--- src/rtl/dspt_pkg.sv ---
package dspt_pkg;

  localparam int MAX_ROWS = 1024;
  localparam int MAX_COLS = 4096;

  // Widths fixed by the item and register fields.
  localparam int ACT_W      = 2;
  localparam int COL_W      = 13;
  localparam int ROWF_W     = 11;
  localparam int ROWIDX_W   = 10;
  localparam int HEIGHT_W   = 11;
  localparam int STRIDE_W   = 13;
  localparam int OFF_W      = 24;
  localparam int CNT_W      = 15;
  localparam int CFG_IDX_W  = 1;
  localparam int CFG_DATA_W = 13;

  // Row store addressing; the walk counter must also hold MAX_ROWS itself.
  localparam int ROW_AW = $clog2(MAX_ROWS);
  localparam int ROW_CW = $clog2(MAX_ROWS + 1);

  // Store word: dirty mark, span start, span end.
  localparam int MEM_W = 1 + 2 * COL_W;

  localparam int PROD_W = ROWIDX_W + STRIDE_W;

  localparam logic [ACT_W-1:0] ACT_INV   = 2'd0;
  localparam logic [ACT_W-1:0] ACT_DRAIN = 2'd1;
  localparam logic [ACT_W-1:0] ACT_CLEAR = 2'd2;

  localparam logic [CFG_IDX_W-1:0] CFG_HEIGHT = 1'd0;
  localparam logic [CFG_IDX_W-1:0] CFG_STRIDE = 1'd1;

  typedef struct packed {
    logic accept;     // latch the item fields
    logic inv_step;   // one step of the invalidate row walk
    logic clr_step;   // clear one row mark
    logic drn_read;   // read the row being drained
    logic drn_fin;    // build the drain result and clean the row
    logic res_zero;   // all-zero result
    logic res_oor;    // drain of a row outside the height
    logic out_load;   // move the result to the output register
  } dspt_cmd_t;

  typedef struct packed {
    logic inv_done;
    logic clr_last;
    logic drn_in_range;
    logic out_free;
  } dspt_stat_t;

endpackage

--- src/rtl/dspt_ctrl.sv ---
module dspt_ctrl (
  input  logic                        clk,
  input  logic                        rst_n,
  input  logic                        in_valid,
  input  logic [dspt_pkg::ACT_W-1:0]  in_action,
  output logic                        in_stall,
  input  dspt_pkg::dspt_stat_t        stat,
  output dspt_pkg::dspt_cmd_t         cmd
);

  localparam logic [2:0] S_INIT = 3'd0;
  localparam logic [2:0] S_IDLE = 3'd1;
  localparam logic [2:0] S_INV  = 3'd2;
  localparam logic [2:0] S_CLR  = 3'd3;
  localparam logic [2:0] S_DRD  = 3'd4;
  localparam logic [2:0] S_DFIN = 3'd5;
  localparam logic [2:0] S_RES  = 3'd6;

  logic [2:0] state_r;
  logic [2:0] state_nxt;

  assign in_stall = (state_r != S_IDLE);

  always_comb begin
    state_nxt = state_r;
    cmd       = '0;
    unique case (state_r)
      S_INIT: begin
        cmd.clr_step = 1'b1;
        if (stat.clr_last) begin
          state_nxt = S_IDLE;
        end
      end
      S_IDLE: begin
        if (in_valid) begin
          cmd.accept = 1'b1;
          unique case (in_action)
            dspt_pkg::ACT_INV:   state_nxt = S_INV;
            dspt_pkg::ACT_DRAIN: state_nxt = S_DRD;
            dspt_pkg::ACT_CLEAR: state_nxt = S_CLR;
            default: begin
              cmd.res_zero = 1'b1;
              state_nxt    = S_RES;
            end
          endcase
        end
      end
      S_INV: begin
        if (stat.inv_done) begin
          cmd.res_zero = 1'b1;
          state_nxt    = S_RES;
        end else begin
          cmd.inv_step = 1'b1;
        end
      end
      S_CLR: begin
        cmd.clr_step = 1'b1;
        if (stat.clr_last) begin
          cmd.res_zero = 1'b1;
          state_nxt    = S_RES;
        end
      end
      S_DRD: begin
        if (stat.drn_in_range) begin
          cmd.drn_read = 1'b1;
          state_nxt    = S_DFIN;
        end else begin
          cmd.res_oor = 1'b1;
          state_nxt   = S_RES;
        end
      end
      S_DFIN: begin
        cmd.drn_fin = 1'b1;
        state_nxt   = S_RES;
      end
      S_RES: begin
        if (stat.out_free) begin
          cmd.out_load = 1'b1;
          state_nxt    = S_IDLE;
        end
      end
      default: begin
        state_nxt = S_IDLE;
      end
    endcase
  end

  always_ff @(posedge clk) begin
    if (!rst_n) begin
      state_r <= S_INIT;
    end else begin
      state_r <= state_nxt;
    end
  end

endmodule

--- config.mk ---
export PLATFORM = sky130hd
export DESIGN_NAME = dspt_ctrl
export DESIGN_NICKNAME = d
export VERILOG_FILES = /design/src/rtl/dspt_pkg.sv /design/src/rtl/dspt_ctrl.sv
export SDC_FILE = /design/constraint.sdc
export NUM_CORES = 1
export LEC_CHECK = 0
export BUFFER_PORTS_ARGS = -buffer_cell sky130_fd_sc_hd__buf_4
export CAP_MARGIN = 20
export CORE_AREA = 2 2 39 41
export DETAILED_ROUTE_END_ITERATION = 6
export DIE_AREA = 0 0 41 43
export PLACE_DENSITY = 0.51
export RECOVER_POWER = 25
export SYNTH_ARGS = -nofsm -noshare
export SYNTH_HDL_FRONTEND = slang
export SYNTH_SLANG_ARGS = --single-unit
--- constraint.sdc ---
create_clock -name clk -period 1.3 [get_ports clk]
set_clock_uncertainty 0.15 [all_clocks]
set_input_delay 0.26 -clock clk [delete_from_list [all_inputs] [get_ports clk]]
set_output_delay 0.26 -clock clk [all_outputs]
set_load 0.01 [all_outputs]
Word-level counts from Yosys, hierarchy flattened
Cells that the tools add are included.

Memories kept: 0. ROM bits: 0. Output and inout bits: 9. Bits in latches: 0. Flip-flop bits (word level): 3. Word-level logic and storage cells: 45. Input bits: 9. RAM bits: 0.

$add $sub $neg: 0. Order comparisons: 0. Bitwise logic cells: 0. Multipliers: 0. Reduce and logical (&&, ||, !) cells: 5. Mux-type cells: 25. Shift-type cells: 0. Equal/unequal tests: 14. Div/mod/pow operators: 0.

Operator list (number): $pmux W3 S7 (1); $mux W1 (16); $mux W3 (5); $ne A2 B2 Y1 const B (5); $eq A3 B3 Y1 const B (3); $pmux W3 S3 (1); $eq A3 B2 Y1 const B (2); $reduce_and A5 Y1 (1); $eq A3 B1 Y1 const B (1); $logic_not A3 Y1 (1); $ne A3 B1 Y1 const B (1); $pmux W1 S3 (1); $reduce_or A3 Y1 (1); $eq A2 B1 Y1 const B (1); $eq A2 B2 Y1 const B (1); $logic_not A2 Y1 (1); $mux W2 (1); $reduce_or A2 Y1 (1).

Logic depth before layout (Yosys ltp)
Gate-level depths: netlist of run 1.

Depth in word-level cells: 5. Gate-level depth with buffers: 5. Depth with buffers taken out: 3.

Worst setup path after synthesis of run 1
Ideal clock, no wire load.

Kind: register -> output. From: reg state_r[2]. To: out cmd[6] (netlist name). Buffers on the path: 2. Cell stages (with the launch flop): 4. Slack: -0.096 ns. Required time: 0.890 ns. Data arrival time: 0.986 ns. Path through: dfxtp_1 > buf_2 > buf_4 > nor4_1.

RTL lines: start: declaration (line dspt_ctrl.sv:19) `logic [2:0] state_r;`; start signal: assignment (line dspt_ctrl.sv:92) `state_r <= state_nxt;`; end: declaration (line dspt_ctrl.sv:8) `output dspt_pkg::dspt_cmd_t cmd`.

==> results.md, run 1 <==
- Headroom to the max-slew limit: 0.884
- Routability-driven placement congestion ratio: 0.782
- CP Launch Type: flip-flop
- Register name with the most flops: state_r
- Final Routed Wirelength: 1170 µm
- Cell area after technology mapping: 318 µm²
- Leakage power: 0.343 nW
- VDD IR-drop max: 0.602 mV
- Final cell area excluding filler cells: 782 µm²
- Initial Util: 0.230
- Antenna violations before repair: 0
- Insertion delay of the later-clocked pin in the worst-skew pair: 0.25 ns
- Regs by FF count: state_r x3
- Required time reported for the critical path endpoint: 0.89 ns
- Std-Cell Rows: 14
- Via count of the routed design: 463
- Area of the core region: 1380 µm²
- Final Hold Vio Count: 0
- Syn_area_per_cell: 7.22 µm²
- First-pass iteration count of the detailed router: 4
- Worst-path clk slew: 0.04 ns
- Detailed-placement wirelength estimate: 820 µm
- Number of buffers on the longest clock path: 2
- # H-tree levels: 1
- Share of the yosys chip area belonging to registers: 0.189
- Share of the clock period used by the worst path: 1.28
- Critical path arrival: 1.25 ns
- Worst Slack Setup Final: -0.364 ns
- RSZ-0062 raised after global routing: true
- Number of nets at the end of the flow: 90
- Shortest period the worst path allows: 1.66 ns
- Number of CTS-inserted buffers: 3
- Largest net degree at the start of global routing: 10
- Number of warnings reported in the yosys synthesis log: 0
- Number of flip-flops under the largest register name: 3
- Remaining antenna violation count after routing: 0
- CTS tree: built
- Count of pins over their slew limit: 0
- Fin cells: 96
- Cell count after synthesis: 44
- First-pass GRT wire length: 1830 µm
- Number of DRC violations after detailed-routing iteration 0: 5
- Violations in the final reports: setup timing
- Floorplan die height: 43 µm
- Die width: 41 µm
- Fmax: 0.601 GHz
- Timing startpoint of the critical path: state_r[0]
- Number of top-level design ports: 18
- Final sum of negative setup slack: -2.38 ns
- Max-cap violations: 0
- Path type of the worst setup path: flip-flop to output pin
- GR Overflow Total: 0
- # placed instances: 88
- Clk root buf: sky130_fd_sc_hd__clkbuf_4
- Actual transition at the worst max-transition pin: 0.171 ns
- Most frequent standard cell in the layout excluding fill and tap cells: sky130_fd_sc_hd__buf_4
- Full die area: 1760 µm²
- Total power density per cell area: 1390 nW/µm²
- Setup-violating endpoint count in the final report: 11
- Class of the tightest hold or removal check: primary input to flip-flop
- Startpoint of the worst register-to-register path: state_r[2]
- Avg WL per Cell: 12.2 µm
- Crit. End Element: output pin
- Worst-path fanout max: 3
- DRC violations left: 0
- Aggregate global-route resource usage: 0.157
- Number of buffers inserted by port buffering: 17
- Share of layout cells above drive strength 1: 0.713
- Yosys reg bits: 3
- Distinct cells, synth: 24
- Total number of clock tree sinks: 3
- Leading cell types in the layout, fill and taps excluded: 20 x sky130_fd_sc_hd__buf_4, 14 x sky130_fd_sc_hd__buf_6, 4 x sky130_fd_sc_hd__nand2b_1, 4 x sky130_fd_sc_hd__a21oi_1
- Min-delay src: rst_n
- Net count after synthesis: 53
- Worst slack at placement: -0.154 ns
- Vias per std cell: 4.82
- Antenna diodes: 0
- Instance area after placement: 593 µm²
- Vias in the first global route: 449
- Run status: finished, violations left
- Area Growth Syn to Fin: 146%
[cell families after synthesis]
| family | synth area share |
|---|---|
| multiplexers | 0.0630 |
| AO/OA/AOI/OAI | 0.252 |
| flip-flops | 0.189 |
| XOR/XNOR | 0.0276 |
| AND/OR/NAND/NOR | 0.394 |
| buffers and inverters | 0.0748 |
[critical path, stage by stage, from the launching register on]
cell	delay (ns)
sky130_fd_sc_hd__dfxtp_4	0.37
sky130_fd_sc_hd__mux2i_4	0.25
sky130_fd_sc_hd__nor3_2	0.06
sky130_fd_sc_hd__a31o_4	0.20
sky130_fd_sc_hd__buf_6	0.11
[cell usage after synthesis]
master / number / area, µm²
sky130_fd_sc_hd__nand2_1: 5 / 18.8
sky130_fd_sc_hd__nand2b_1: 5 / 31.3
sky130_fd_sc_hd__a21oi_1: 4 / 20.0
sky130_fd_sc_hd__nor3_1: 4 / 20.0
sky130_fd_sc_hd__dfxtp_1: 3 / 60.1
sky130_fd_sc_hd__nor2_1: 3 / 11.3
sky130_fd_sc_hd__buf_4: 2 / 15.0
sky130_fd_sc_hd__mux2i_1: 2 / 20.0
sky130_fd_sc_hd__a31o_2: 1 / 8.76
sky130_fd_sc_hd__a32oi_1: 1 / 8.76
sky130_fd_sc_hd__and3_1: 1 / 6.26
sky130_fd_sc_hd__and3_4: 1 / 11.3
sky130_fd_sc_hd__and3b_1: 1 / 8.76
sky130_fd_sc_hd__buf_2: 1 / 5.00
sky130_fd_sc_hd__inv_2: 1 / 3.75
sky130_fd_sc_hd__nand3_1: 1 / 5.00
sky130_fd_sc_hd__nor2b_1: 1 / 6.26
sky130_fd_sc_hd__nor4_1: 1 / 6.26
sky130_fd_sc_hd__o211ai_1: 1 / 7.51
sky130_fd_sc_hd__o21ai_0: 1 / 5.00
sky130_fd_sc_hd__o221a_2: 1 / 11.3
sky130_fd_sc_hd__o311a_1: 1 / 10.0
sky130_fd_sc_hd__o31a_1: 1 / 8.76
sky130_fd_sc_hd__xor2_1: 1 / 8.76
[final timing paths]
path	to	slack, ns	cells after the start
setup / recovery	cmd[2]	-0.36	4
hold / removal	state_r[1]	0.11	3
setup reg to reg	state_r[0]	-0.12	5
hold reg to reg	state_r[1]	0.42	2
[layout make-up]
type,instances,area (µm²)
fillers,129,602
flip-flops and latches,3,71.3
well taps,16,20.0
multi-input cells,37,328
clock buffers,4,26.3
inverters,1,8.76
repair buffers,35,328
[timing repair]
item | in CTS | in global routing
setup endpoints to repair | 11 | 12
buffers inserted | 2 | 2
resized for setup | 25 | 10
cloned | 1 | 0
pin swaps | 6 | 8
hold buffers | 0 | 0
[metal layers]
layer,wire length (µm),vias up,GRT usage,part of all wire
li1,-,232,-,-
met1,459,212,0.177,0.39
met2,615,17,0.247,0.53
met3,66,2,0.0366,0.057
met4,27,0,0.100,0.023
met5,0,-,0,0
[per-stage QoR]
stage / hold slack [ns] / util / power, W
final: 0.111 / 0.565 / 0.00109
after global routing: 0.129 / 0.565 / 0.00115
after CTS: 0.119 / 0.527 / 0.00101
after detailed placement: 0.370 / 0.429 / 0.000696
after global placement: 0.374 / 0.429 / 0.000695
after floorplan: 0.219 / - / 0.000432
[report_power, final]
group / leakage, nW / total [W] / switching (W) / internal [W]
sequential: 0.0267 / 0.000173 / 0.0000457 / 0.000128
clock: 0.0150 / 0.000175 / 0.0000593 / 0.000116
combinational: 0.301 / 0.000740 / 0.000303 / 0.000437
total: 0.343 / 0.00109 / 0.000408 / 0.000680
Power figures use the tool's default switching activity.
==> inputs of run 2 (changes only) <==
==> constraint.sdc (replaced) <==
create_clock -name clk -period 1.35 [get_ports clk]
set_clock_uncertainty 0.15 [all_clocks]
set_input_delay 0.27 -clock clk [delete_from_list [all_inputs] [get_ports clk]]
set_output_delay 0.27 -clock clk [all_outputs]
set_load 0.01 [all_outputs]
==> results.md, run 2 (same netlist as run 1, synthesis figures left out) <==
- Run status: finished, violations left
- Violations in the final reports: setup timing
- Routability-driven placement congestion ratio: 0.763
- Worst-path clk slew: 0.04 ns
- Insertion delay of the later-clocked pin in the worst-skew pair: 0.23 ns
- Floorplan die height: 43 µm
- Class of the tightest hold or removal check: primary input to flip-flop
- Total power density per cell area: 1330 nW/µm²
- Final Routed Wirelength: 1050 µm
- Cell family with most CP delay: flip-flops
- Fmax: 0.612 GHz
- First-pass GRT wire length: 1570 µm
- Number of DRC violations after detailed-routing iteration 0: 4
- Final sum of negative setup slack: -1.22 ns
- Shortest period the worst path allows: 1.63 ns
- Setup-violating endpoint count in the final report: 10
- Startpoint of the worst register-to-register path: state_r[2]
- GR Overflow Total: 0
- Avg WL per Cell: 11.4 µm
- Worst path bufs/invs: 1
- Number of buffers on the longest clock path: 2
- Share of the clock period used by the worst path: 1.21
- Largest net degree at the start of global routing: 13
- Critical path arrival: 1.21 ns
- Via count of the routed design: 449
- Leading cell types in the layout, fill and taps excluded: 23 x sky130_fd_sc_hd__buf_4, 7 x sky130_fd_sc_hd__buf_6, 5 x sky130_fd_sc_hd__nand2b_1
- Crit. End Element: output pin
- Regs by FF count: state_r x3
- Min-delay src: rst_n
- Required time reported for the critical path endpoint: 0.93 ns
- Std-Cell Rows: 14
- Worst Slack Setup Final: -0.284 ns
- Register name with the most flops: state_r
- Headroom to the max-slew limit: 0.881
- VDD IR-drop max: 0.662 mV
- Aggregate global-route resource usage: 0.130
- Timing startpoint of the critical path: state_r[0]
- Count of pins over their slew limit: 0
- Worst-path fanout max: 2
- Full die area: 1760 µm²
- Critical path cell sequence: mux2i_2, nor3_1, a31o_2, buf_6
- Initial Util: 0.230
- Number of top-level design ports: 18
- Path type of the worst setup path: flip-flop to output pin
- Number of flip-flops under the largest register name: 3
- CP Launch Type: flip-flop
- Area Growth Syn to Fin: 113%
- Number of buffers inserted by port buffering: 17
- CTS tree: built
- Worst slack at placement: -0.0642 ns
- Area of the core region: 1380 µm²
- DRC violations left: 0
- Actual transition at the worst max-transition pin: 0.175 ns
- Worst-path cell with the longest stage delay: sky130_fd_sc_hd__dfxtp_2
- Final Hold Vio Count: 0
- Vias per std cell: 4.88
- RSZ-0062 raised after global routing: true
- Leakage power: 0.308 nW
- Number of nets at the end of the flow: 86
- Vias in the first global route: 390
- First-pass iteration count of the detailed router: 4
- Detailed-placement wirelength estimate: 697 µm
- Count of filler cells inserted in the layout: 136
- Max-cap violations: 0
- Most frequent standard cell in the layout excluding fill and tap cells: sky130_fd_sc_hd__buf_4
- Remaining antenna violation count after routing: 0
- Share of layout cells above drive strength 1: 0.658
- Critical path's largest stage delay: 0.34 ns
- Layout Utilization: 0.488
- Clk root buf: sky130_fd_sc_hd__clkbuf_4
- Antenna diodes: 0
- Antenna violations before repair: 0
- # H-tree levels: 1
- Number of CTS-inserted buffers: 3
- Total number of clock tree sinks: 3
- Die width: 41 µm
==> run 2: changes by cell type in the layout (fill, tap and decap cells not counted), moves of 2 or more <==
cell	previous run	this run
sky130_fd_sc_hd__nor3_2	1	3
sky130_fd_sc_hd__buf_6	14	7
sky130_fd_sc_hd__nor3_4	2	0
sky130_fd_sc_hd__buf_4	20	23
==> run 2: layout make-up <==
cell class | instances | area, µm² | share of cell area
tap | 16 | 20.0 | 0.0296
sequential | 3 | 68.8 | 0.102
timing repair buffer | 31 | 267 | 0.394
inverter | 1 | 6.26 | 0.00926
clock buffer | 4 | 26.3 | 0.0389
multi-input combinational | 37 | 288 | 0.426
==> run 2: per-stage QoR <==
step / cells / cell area [µm²] / hold slack, ns / power, W
after floorplan: 44 / 330 / 0.229 / 0.000391
after CTS: 89 / 641 / 0.132 / 0.000859
after global placement: 83 / 523 / 0.381 / 0.000575
after detailed placement: 83 / 523 / 0.379 / 0.000574
final: 92 / 676 / 0.144 / 0.000902
after global routing: 92 / 676 / 0.146 / 0.000974
==> run 2: worst min-delay path, cell delays in order <==
cell and delay [ns]:
sky130_fd_sc_hd__buf_4 0.12, sky130_fd_sc_hd__nand2_1 0.05, sky130_fd_sc_hd__a21oi_1 0.04
==> run 2: timing repair <==
item	CTS	global route
hold buffers	0	0
pin swaps	3	2
endpoints found under the setup margin	11	11
gates resized for setup	21	3
buffers inserted	3	3
==> run 2: final timing paths <==
kind                endpoint  slack, ns  cells after the start
setup / recovery      cmd[2]      -0.28                      4
hold / removal    state_r[1]       0.14                      3
setup reg to reg  state_r[0]      -0.07                      5
hold reg to reg   state_r[1]       0.45                      2
==> run 2: layer usage <==
layer / wire length (µm) / part of all wire / track usage
met5: 0 / 0 / 0
met4: 0 / 0 / 0.0200
met3: 56 / 0.053 / 0.0628
met2: 547 / 0.52 / 0.197
met1: 446 / 0.42 / 0.167
==> run 2: power breakdown <==
part / internal [W] / switching (W)
clock: 0.000111 / 0.0000446
sequential: 0.000120 / 0.0000369
combinational: 0.000332 / 0.000257
